<file path="config.mk">
export PLATFORM = sky130hd
export DESIGN_NAME = mh_cordic_stage
export DESIGN_NICKNAME = d
export VERILOG_FILES = /design/src/rtl/mh_pkg.sv /design/src/rtl/mh_cordic_stage.sv
export SDC_FILE = /design/constraint.sdc
export NUM_CORES = 1
export LEC_CHECK = 0
export BUFFER_PORTS_ARGS = -buffer_cell sky130_fd_sc_hd__buf_4
export CORE_UTILIZATION = 35
export CTS_BUF_LIST = sky130_fd_sc_hd__clkbuf_4
export CTS_CLUSTER_SIZE = 28
export DETAILED_ROUTE_END_ITERATION = 8
export SYNTH_ARGS = -nofsm -noshare
export SYNTH_HDL_FRONTEND = slang
export SYNTH_SLANG_ARGS = --single-unit
</file>
<file path="constraint.sdc">
create_clock -name clk -period 1.75 [get_ports clk]
set_clock_uncertainty 0.15 [all_clocks]
set_input_delay 0.35 -clock clk [delete_from_list [all_inputs] [get_ports clk]]
set_output_delay 0.35 -clock clk [all_outputs]
set_load 0.005 [all_outputs]
</file>
<file path="src/rtl/mh_pkg.sv">
// Shared types, constants and the arctangent table for the magnetometer heading block.
// No dependencies; compiled first.
package mh_pkg;

    // Readings are 16 bits, scaled by 256; CORDIC gain and the
    // quarter-turn pre-rotation need a little headroom on top.
    localparam int READING_W = 16;
    localparam int VEC_W     = 27;
    localparam int DECL_W    = 15;
    localparam int HEAD_W    = 15;
    localparam int SUM_W     = 18;
    localparam int TABLE_LEN = 24;
    localparam int TURN_UNITS = 23040;
    localparam int DECL_LIMIT = 11520;

    // arctan(2^-i) at 2^32 units per turn
    localparam longint ATAN_TURN32 [TABLE_LEN] = '{
        536870912, 316933406, 167458907, 85004756, 42667331, 21354465,
        10680862, 5340757, 2670675, 1335087, 667544, 333772,
        166886, 83443, 41722, 20861, 10430, 5215,
        2608, 1304, 652, 326, 163, 81
    };

    // Payload that travels down the CORDIC pipeline
    typedef struct packed {
        logic [READING_W-1:0]    x;
        logic [READING_W-1:0]    y;
        logic [READING_W-1:0]    z;
        logic                    zero;
        logic signed [VEC_W-1:0] a;
        logic signed [VEC_W-1:0] b;
    } mh_item_t;

    // Table entry rounded half up to the given angle resolution
    function automatic longint atan_step(input int idx, input int angle_bits);
        longint r;
        r = (ATAN_TURN32[idx] + (64'sd1 <<< (31 - angle_bits))) >>> (32 - angle_bits);
        return r;
    endfunction

endpackage

</file>
<file path="src/rtl/mh_cordic_stage.sv">
// One registered CORDIC vectoring iteration with its valid bit.
// Depends on mh_pkg for the item type.
module mh_cordic_stage
    import mh_pkg::*;
#(
    parameter int ACC_W      = 17,
    parameter int SHIFT      = 0,
    parameter int STEP_ANGLE = 8192
)
(
    input  logic                    clk,
    input  logic                    rst_n,
    input  logic                    en,
    input  logic                    in_valid,
    input  mh_item_t                in_item,
    input  logic signed [ACC_W-1:0] in_acc,
    output logic                    out_valid,
    output mh_item_t                out_item,
    output logic signed [ACC_W-1:0] out_acc
);

    localparam logic signed [ACC_W-1:0] STEP = ACC_W'(STEP_ANGLE);

    logic                    valid_reg;
    mh_item_t                item_reg;
    mh_item_t                item_next;
    logic signed [ACC_W-1:0] acc_reg;
    logic signed [ACC_W-1:0] acc_next;
    logic signed [VEC_W-1:0] da;
    logic signed [VEC_W-1:0] db;

    // Rotate toward the axis by the sign of the y part
    always_comb
    begin
        da        = in_item.b >>> SHIFT;
        db        = in_item.a >>> SHIFT;
        item_next = in_item;
        if (!in_item.b[VEC_W-1])
        begin
            item_next.a = in_item.a + da;
            item_next.b = in_item.b - db;
            acc_next    = in_acc + STEP;
        end
        else
        begin
            item_next.a = in_item.a - da;
            item_next.b = in_item.b + db;
            acc_next    = in_acc - STEP;
        end
    end

    // Advance valid bit with the stage
    always_ff @(posedge clk or negedge rst_n)
    begin
        if (!rst_n)
        begin
            valid_reg <= 1'b0;
        end
        else if (en)
        begin
            valid_reg <= in_valid;
        end
    end

    // Hold payload while stalled
    always_ff @(posedge clk)
    begin
        if (en)
        begin
            item_reg <= item_next;
            acc_reg  <= acc_next;
        end
    end

    assign out_valid = valid_reg;
    assign out_item  = item_reg;
    assign out_acc   = acc_reg;

endmodule
</file>
# Word-level counts from Yosys, hierarchy flattened
# Cells that the tools add are included.
# classes
addsub	5
mul	0
div_mod_pow	0
magnitude_cmp	0
n_eq_ne	0
shift	0
mux	2
bitwise	0
n_reduce_logical	0
# op_table
cell	n
$mux 54	1
$sub 27x27->27	2
$add 27x27->27	1
$add 17x15->17 const B	1
$mux 17	1
$sub 17x15->17 const B	1
# totals
register_bits	121
latch_bits	0
ramBits	0
rom_bits	0
input_bits	124
output_inout_bits	121
wordCells	15
memories	0

# Longest topological paths before layout
# Gate-level depths: netlist of the first run.
# depth
word_depth	2
ltp_mapped	12
mapped_depth_nobuf	12

# Worst setup path after synthesis of the first run
# OpenSTA, ideal clock, no wires.
# synth_timing
path_type	input to register
startpoint	in in_item[0] in the netlist's numbering
endpoint	reg item_reg (netlist bit out_item[53]) (data pin)
setup_ps	258
arrival_time_ps	2661
required_time_ps	1342
slack_ps	-1319
cell_stages	12
n_path_buf	0
path_cell_list	ha_1 inv_1 fa_1 o21ba_1 o21bai_2 a21boi_1 o31a_1 o41a_1 o311a_1 o211ai_1 nand3_1 xnor2_1
# synth_lines
item	line	text
start, declared	mh_cordic_stage.sv:15	input mh_item_t in_item,
end signal, assigned	mh_cordic_stage.sv:70	item_reg <= item_next;
end, declared	mh_cordic_stage.sv:25	mh_item_t item_reg;

==> results of run 1 <==
[metrics by stage]
| stage | setup WS (ns) | TNS (ns) | cell area, um2 |
|---|---|---|---|
| 2_1_floorplan | -1.211 | -31.64 | 8483 |
| 3_3_place_gp | -1.448 | -51.03 | 12320 |
| 3_5_place_dp | -1.479 | -52.29 | 12320 |
| 4_1_cts | -0.8758 | -21.52 | 13830 |
| 5_1_grt | -0.9931 | -26.07 | 14060 |
| 6_report | -0.9778 | -24.20 | 14060 |
[synth_stat cells, types with 7 or more instances]
cell,instances
nor2_1,63
edfxtp_1,119
ha_1,89
nor2b_1,12
nand2b_1,8
o21ai_0,41
nand3_1,17
a211oi_1,7
clkbuf_1,21
mux2i_1,9
xor2_1,13
nand2_1,23
nor3_1,12
o21bai_1,14
o31ai_1,7
a21o_1,17
nand4_1,8
a21oi_1,71
xnor2_1,40
o21ai_1,8
inv_1,76
[sequential cells by signal (all words and copies together), names as in the netlist]
signal	cells
out_item	102
out_acc	17
out_valid	1
[per-layer routing]
layer  part of all wire [%]  GRT usage [%]  vias to the layer above
li1                       -              -                     3950
met1                     44          31.00                     3783
met2                     48          39.86                      298
met3                    5.9          3.727                       45
met4                    2.8          9.712                        0
met5                      0              0                        -
[cells by family after synthesis]
logic type,after synthesis,synth area share [%]
and+or+nand+nor,161,9.503
adders and majority gates,93,14.62
DFF,120,44.08
muxes,10,1.242
AOI/OAI and AO/OA,234,19.08
buffers and inverters,119,5.779
xor gates and xnor gates,53,5.687
[layout make-up]
type | instances | area [um2]
Sequential cell | 120 | 3598
Multi-Input combinational cell | 551 | 4847
Inverter | 84 | 342.8
Timing Repair Buffer | 573 | 4597
Tap cell | 313 | 391.6
Clock inverter | 14 | 148.9
Antenna cell | 1 | 2.502
Clock buffer | 18 | 135.1
Fill cell | 1874 | 8715
[timing repair]
action,4_1_cts,5_1_grt
hold buffers,67,0
endpoints found under the setup margin,42,43
resized for setup,103,42
hold endpoints to repair,67,0
buffers inserted,18,10
cloned,0,0
pin swaps,74,46
[worst max-delay path by stage]
stage	slack (ns)	cells after the start	to	start
floorplan	-1.21	12	out_item[53]$_DFFE_PP_	in_item[0]
global placement	-1.45	13	out_item[53]$_DFFE_PP_	in_item[0]
detailed placement	-1.48	13	out_item[53]$_DFFE_PP_	in_item[0]
CTS	-0.88	13	out_item[53]$_DFFE_PP_	in_item[0]
global route	-0.99	14	out_item[24]$_DFFE_PP_	in_item[0]
finish	-0.98	14	out_item[24]$_DFFE_PP_	in_item[0]
[power by group]
part           internal, mW  switching [mW]
clock network         0.875            1.15
logic                  2.05            1.78
registers              3.60           0.108
==> metrics.yaml, run 1 <==
synth:
  synth_edf_count: 119
  ys_seq_area_share_pct: 44.08
  synth_cell_types: 78
  ys_async_sr_fraction_pct: 0.8333
  synth_top_area_cell: "edfxtp_1"
  syn_area_um2: 8163
  synth.area.top_cells: "edfxtp_1, ha_1, a21oi_1"
  avgSynthCellArea_um2: 10.33
  synthFlopType: "edfxtp_1"
  netlist_instances: 790
  ys_seq_elements: 120
  synthesis.nets: 1007
  ys_warn_count: 0
  synthDominantCellAreaShare_pct: 43.78
cells_and_area:
  fin_cells: 1674
  drive_gt1_share_pct: 49.49
  fin_nets: 1564
  fin_util_pct: 61.74
  final_common_cell: "buf_4"
  area_growth_pct: 72.29
  final_cell_mix: "buf_4, edfxtp_1, ha_1"
floorplan:
  io_pins: 245
  fp.dieArea_um2: 23940
  die_y_um: 154.7
  coreArea_um2: 22780
  die_w_um: 154.7
  start_util_pct: 35.84
  rows: 55
grt:
  grt_max_degree: 65
  grt_pass1_wl_um: 44030
  grt_usage_pct: 23.92
  grt_pass1_vias: 8141
  grt_antenna_before_repair: 1
  grt_overflow: 0
pwr:
  power_mw: 9.570
  vdd_drop_max_v: 0.0003113
  p_per_area_nw_per_um2: 680.4
  p_leak_nw: 6.372
route:
  drt_iter0_drc: 435
  drtAntennaViolNets: 0
  drt_first_pass_iters: 5
  drt-total-wl_um: 28590
  wire_per_inst_um: 17.08
  via_per_inst: 4.824
  post-route-drc-count: 0
  num_vias: 8076
critical_path:
  end_kind: "register"
  rr_endpoint: "out_valid$_DFFE_PN0P_"
  cp_slowest_cell: "o41a_1"
  cp-start-kind: "primary input"
  path_buf_inv: 4
  path_cells: "buf_8 -> ha_4 -> inv_2 -> fa_2 -> o21ba_4 -> o21bai_4 -> a21boi_2 -> o31a_1 -> o41a_1 -> o311a_1 -> buf_4 -> buf_4 -> o21ai_2 -> xnor2_1"
  criticalPathCategory: "primary input to register"
  arrival_ns: 2.85
  worst_ep_required_time_ns: 1.87
  r2r_cells: 1
  cp_top_family: "compound AO/OA/AOI/OAI gates"
  timing.rr.start: "out_valid$_DFFE_PN0P_"
  crit_path_frequent_cell: "buf_4"
  slowest_delay_ns: 0.37
  rrSetupSlack_ns: 0.83
  cp_max_fo: 3
outcome:
  status: "complete, but fails checks"
  violations: "negative setup slack"
clock_tree:
  cts_buffer_depth: 2
  cts_buffers: 17
  clock_latency_ns: 0.52
  cts_tree: "done"
  clockRootBuffer: "clkbuf_4"
  clk_pin_slew_ns: 0.13
  h-tree-depth: 4
  cts.sinks: 120
timing:
  rsz0062_at_grt: "true"
  hold_slack_ns: 0.05491
  hold_viol: 0
  setup_ws_ns: -0.9778
  final_max_slew_viol_count: 0
  max_freq_mhz: 366.6
  setup_viol: 42
  period_share_pct: 155.9
  worst_pin_slew_ns: 0.4733
  period_needed_ns: 2.728
  maxSlewHeadroom_pct: 68.00
place:
  dp_hpwl_um: 21930
  numPortBuffers: 244
  place_inst: 1554
  routabilityCongestion: 0.9278
min_path:
  holdPathEnd: "out_item[0]$_DFFE_PP_"
  holdCritPathClass: "primary input to register"
  hp-start: "in_item[27]"
  whs_path_depth: 3
job:
  drv_cap: 0
Note: power is estimated with default switching activity, not from simulation.
==> inputs of run 2 (changes only) <==
PLACE_DENSITY = 0.69   (was default)
==> run 2 against run 1 <==
The flow still finishes with violations (negative setup slack); first-iteration DRC count increased by 11%; via count increased by 0.19%; core utilization fell by 0.51 points; setup slack worse by 0.0014 ns; global-route usage is 0.79 points lower; critical path type unchanged; critical endpoint is now out_item[53]$_DFFE_PP_; largest power group unchanged.
==> metrics.yaml, run 2 (synthesis gave the netlist of run 1 again) <==
outcome:
  status: "complete, but fails checks"
  violations: "negative setup slack"
cells_and_area:
  final_cell_mix: "buf_4, edfxtp_1, ha_1"
  largest_reg_flops: 102
  drive_gt1_share_pct: 49.18
  area_growth_pct: 70.88
  fin_nets: 1549
  stdcell_area_um2: 13950
  final_common_cell: "buf_4"
timing:
  final_max_slew_viol_count: 0
  worst_pin_slew_ns: 0.5785
  hold_slack_ns: 0.07795
  hold_viol: 0
  setup_ws_ns: -0.9792
  period_share_pct: 156.0
  maxSlewHeadroom_pct: 60.89
  period_needed_ns: 2.729
  rsz0062_at_grt: "true"
  setup_viol: 44
  setup_tns_ns: -25.86
  max_freq_mhz: 366.4
critical_path:
  timing.rr.start: "out_valid$_DFFE_PN0P_"
  cp_max_fo: 4
  worst_ep_required_time_ns: 1.85
  end_kind: "register"
  slowest_delay_ns: 0.38
  cp-start-kind: "primary input"
  cp_top_family: "compound AO/OA/AOI/OAI gates"
  cp_slowest_cell: "o41a_1"
  path_cells: "buf_8 -> ha_4 -> inv_2 -> fa_2 -> o21ba_4 -> o21bai_4 -> a21boi_2 -> o31a_1 -> o41a_1 -> o311a_4 -> o211ai_1 -> nand3_1 -> xnor2_1"
  path_buf_inv: 2
  arrival_ns: 2.83
  criticalPathCategory: "primary input to register"
  critPathLaunch: "in_item[0]"
floorplan:
  coreArea_um2: 22780
  fp.dieArea_um2: 23940
  start_util_pct: 35.84
  io_pins: 245
  rows: 55
  die_y_um: 154.7
  die_w_um: 154.7
pwr:
  p_leak_nw: 6.303
  p_per_area_nw_per_um2: 682.2
  power_mw: 9.515
  vdd_drop_max_v: 0.0004393
place:
  dp_hpwl_um: 21540
  numPortBuffers: 244
  place_ws_ns: -1.520
  routabilityCongestion: 0.9262
  placed_area_um2: 12250
clock_tree:
  cts_buffers: 17
  h-tree-depth: 4
  clock_latency_ns: 0.50
  clockRootBuffer: "clkbuf_4"
  cts_buffer_depth: 2
  cts_tree: "done"
  cts.sinks: 120
  clk_pin_slew_ns: 0.13
route:
  via_per_inst: 4.877
  drt-total-wl_um: 28700
  drtAntennaViolNets: 0
  wire_per_inst_um: 17.30
  post-route-drc-count: 0
  num_vias: 8091
  drt_iter0_drc: 483
  drt_first_pass_iters: 5
grt:
  grt_antenna_before_repair: 2
  grt_overflow: 0
  grt_usage_pct: 23.13
  grt_pass1_wl_um: 42840
  grt_pass1_vias: 7942
  grt_max_degree: 51
min_path:
  hp-start: "en"
  holdCritPathClass: "primary input to register"
job:
  drv_cap: 0
run 2: worst paths after layout:
| path | to | slack [ns] | cells past startpoint |
|---|---|---|---|
| min reg2reg | out_valid$_DFFE_PN0P_ | 0.39 | 1 |
| min | out_item[79]$_DFFE_PP_ | 0.08 | 1 |
| max in group asynchronous | out_valid$_DFFE_PN0P_ | 0.82 | 3 |
| min in group asynchronous | out_valid$_DFFE_PN0P_ | 0.54 | 3 |
| max | out_item[53]$_DFFE_PP_ | -0.98 | 13 |
| max reg2reg | out_valid$_DFFE_PN0P_ | 0.84 | 1 |
run 2: layer usage:
layer	GRT usage (%)	vias to the layer above	wire, um	share of wire [%]
met4	6.554	0	470	1.6
met5	0	-	0	0
met3	3.670	29	1697	5.9
li1	-	3925	-	-
met1	29.26	3826	12420	43
met2	40.64	311	14110	49
run 2: what timing repair did:
action                                 in CTS  in global routing
hold buffers                               67                  0
setup endpoints to repair                  42                 45
endpoints found under the hold margin      67                  0
pin swaps                                  60                 36
resized for setup                          76                 62
setup buffers                              15                  7
run 2: area by class of cell:
cell class	count	area, um2
fill	1804	8830
clock inverter	14	150.1
clock buffer	17	127.6
antenna	2	5.005
inverter	84	349.1
multi-input combinational	551	4868
sequential	120	3598
timing repair buffer	558	4458
tap	313	391.6
run 2: power breakdown:
| part | switching (mW) | leakage (nW) | internal [mW] | total [mW] |
|---|---|---|---|---|
| clock | 1.12 | 0.144 | 0.848 | 1.97 |
| sequential | 0.129 | 1.18 | 3.60 | 3.73 |
| combinational | 1.78 | 4.98 | 2.03 | 3.81 |
run 2: stage by stage:
stage	cells	util, %
after global placement	1545	53.78
after global routing	1659	61.24
after CTS	1652	59.84
after floorplan	790	-
after detailed placement	1545	53.78
final	1659	61.24
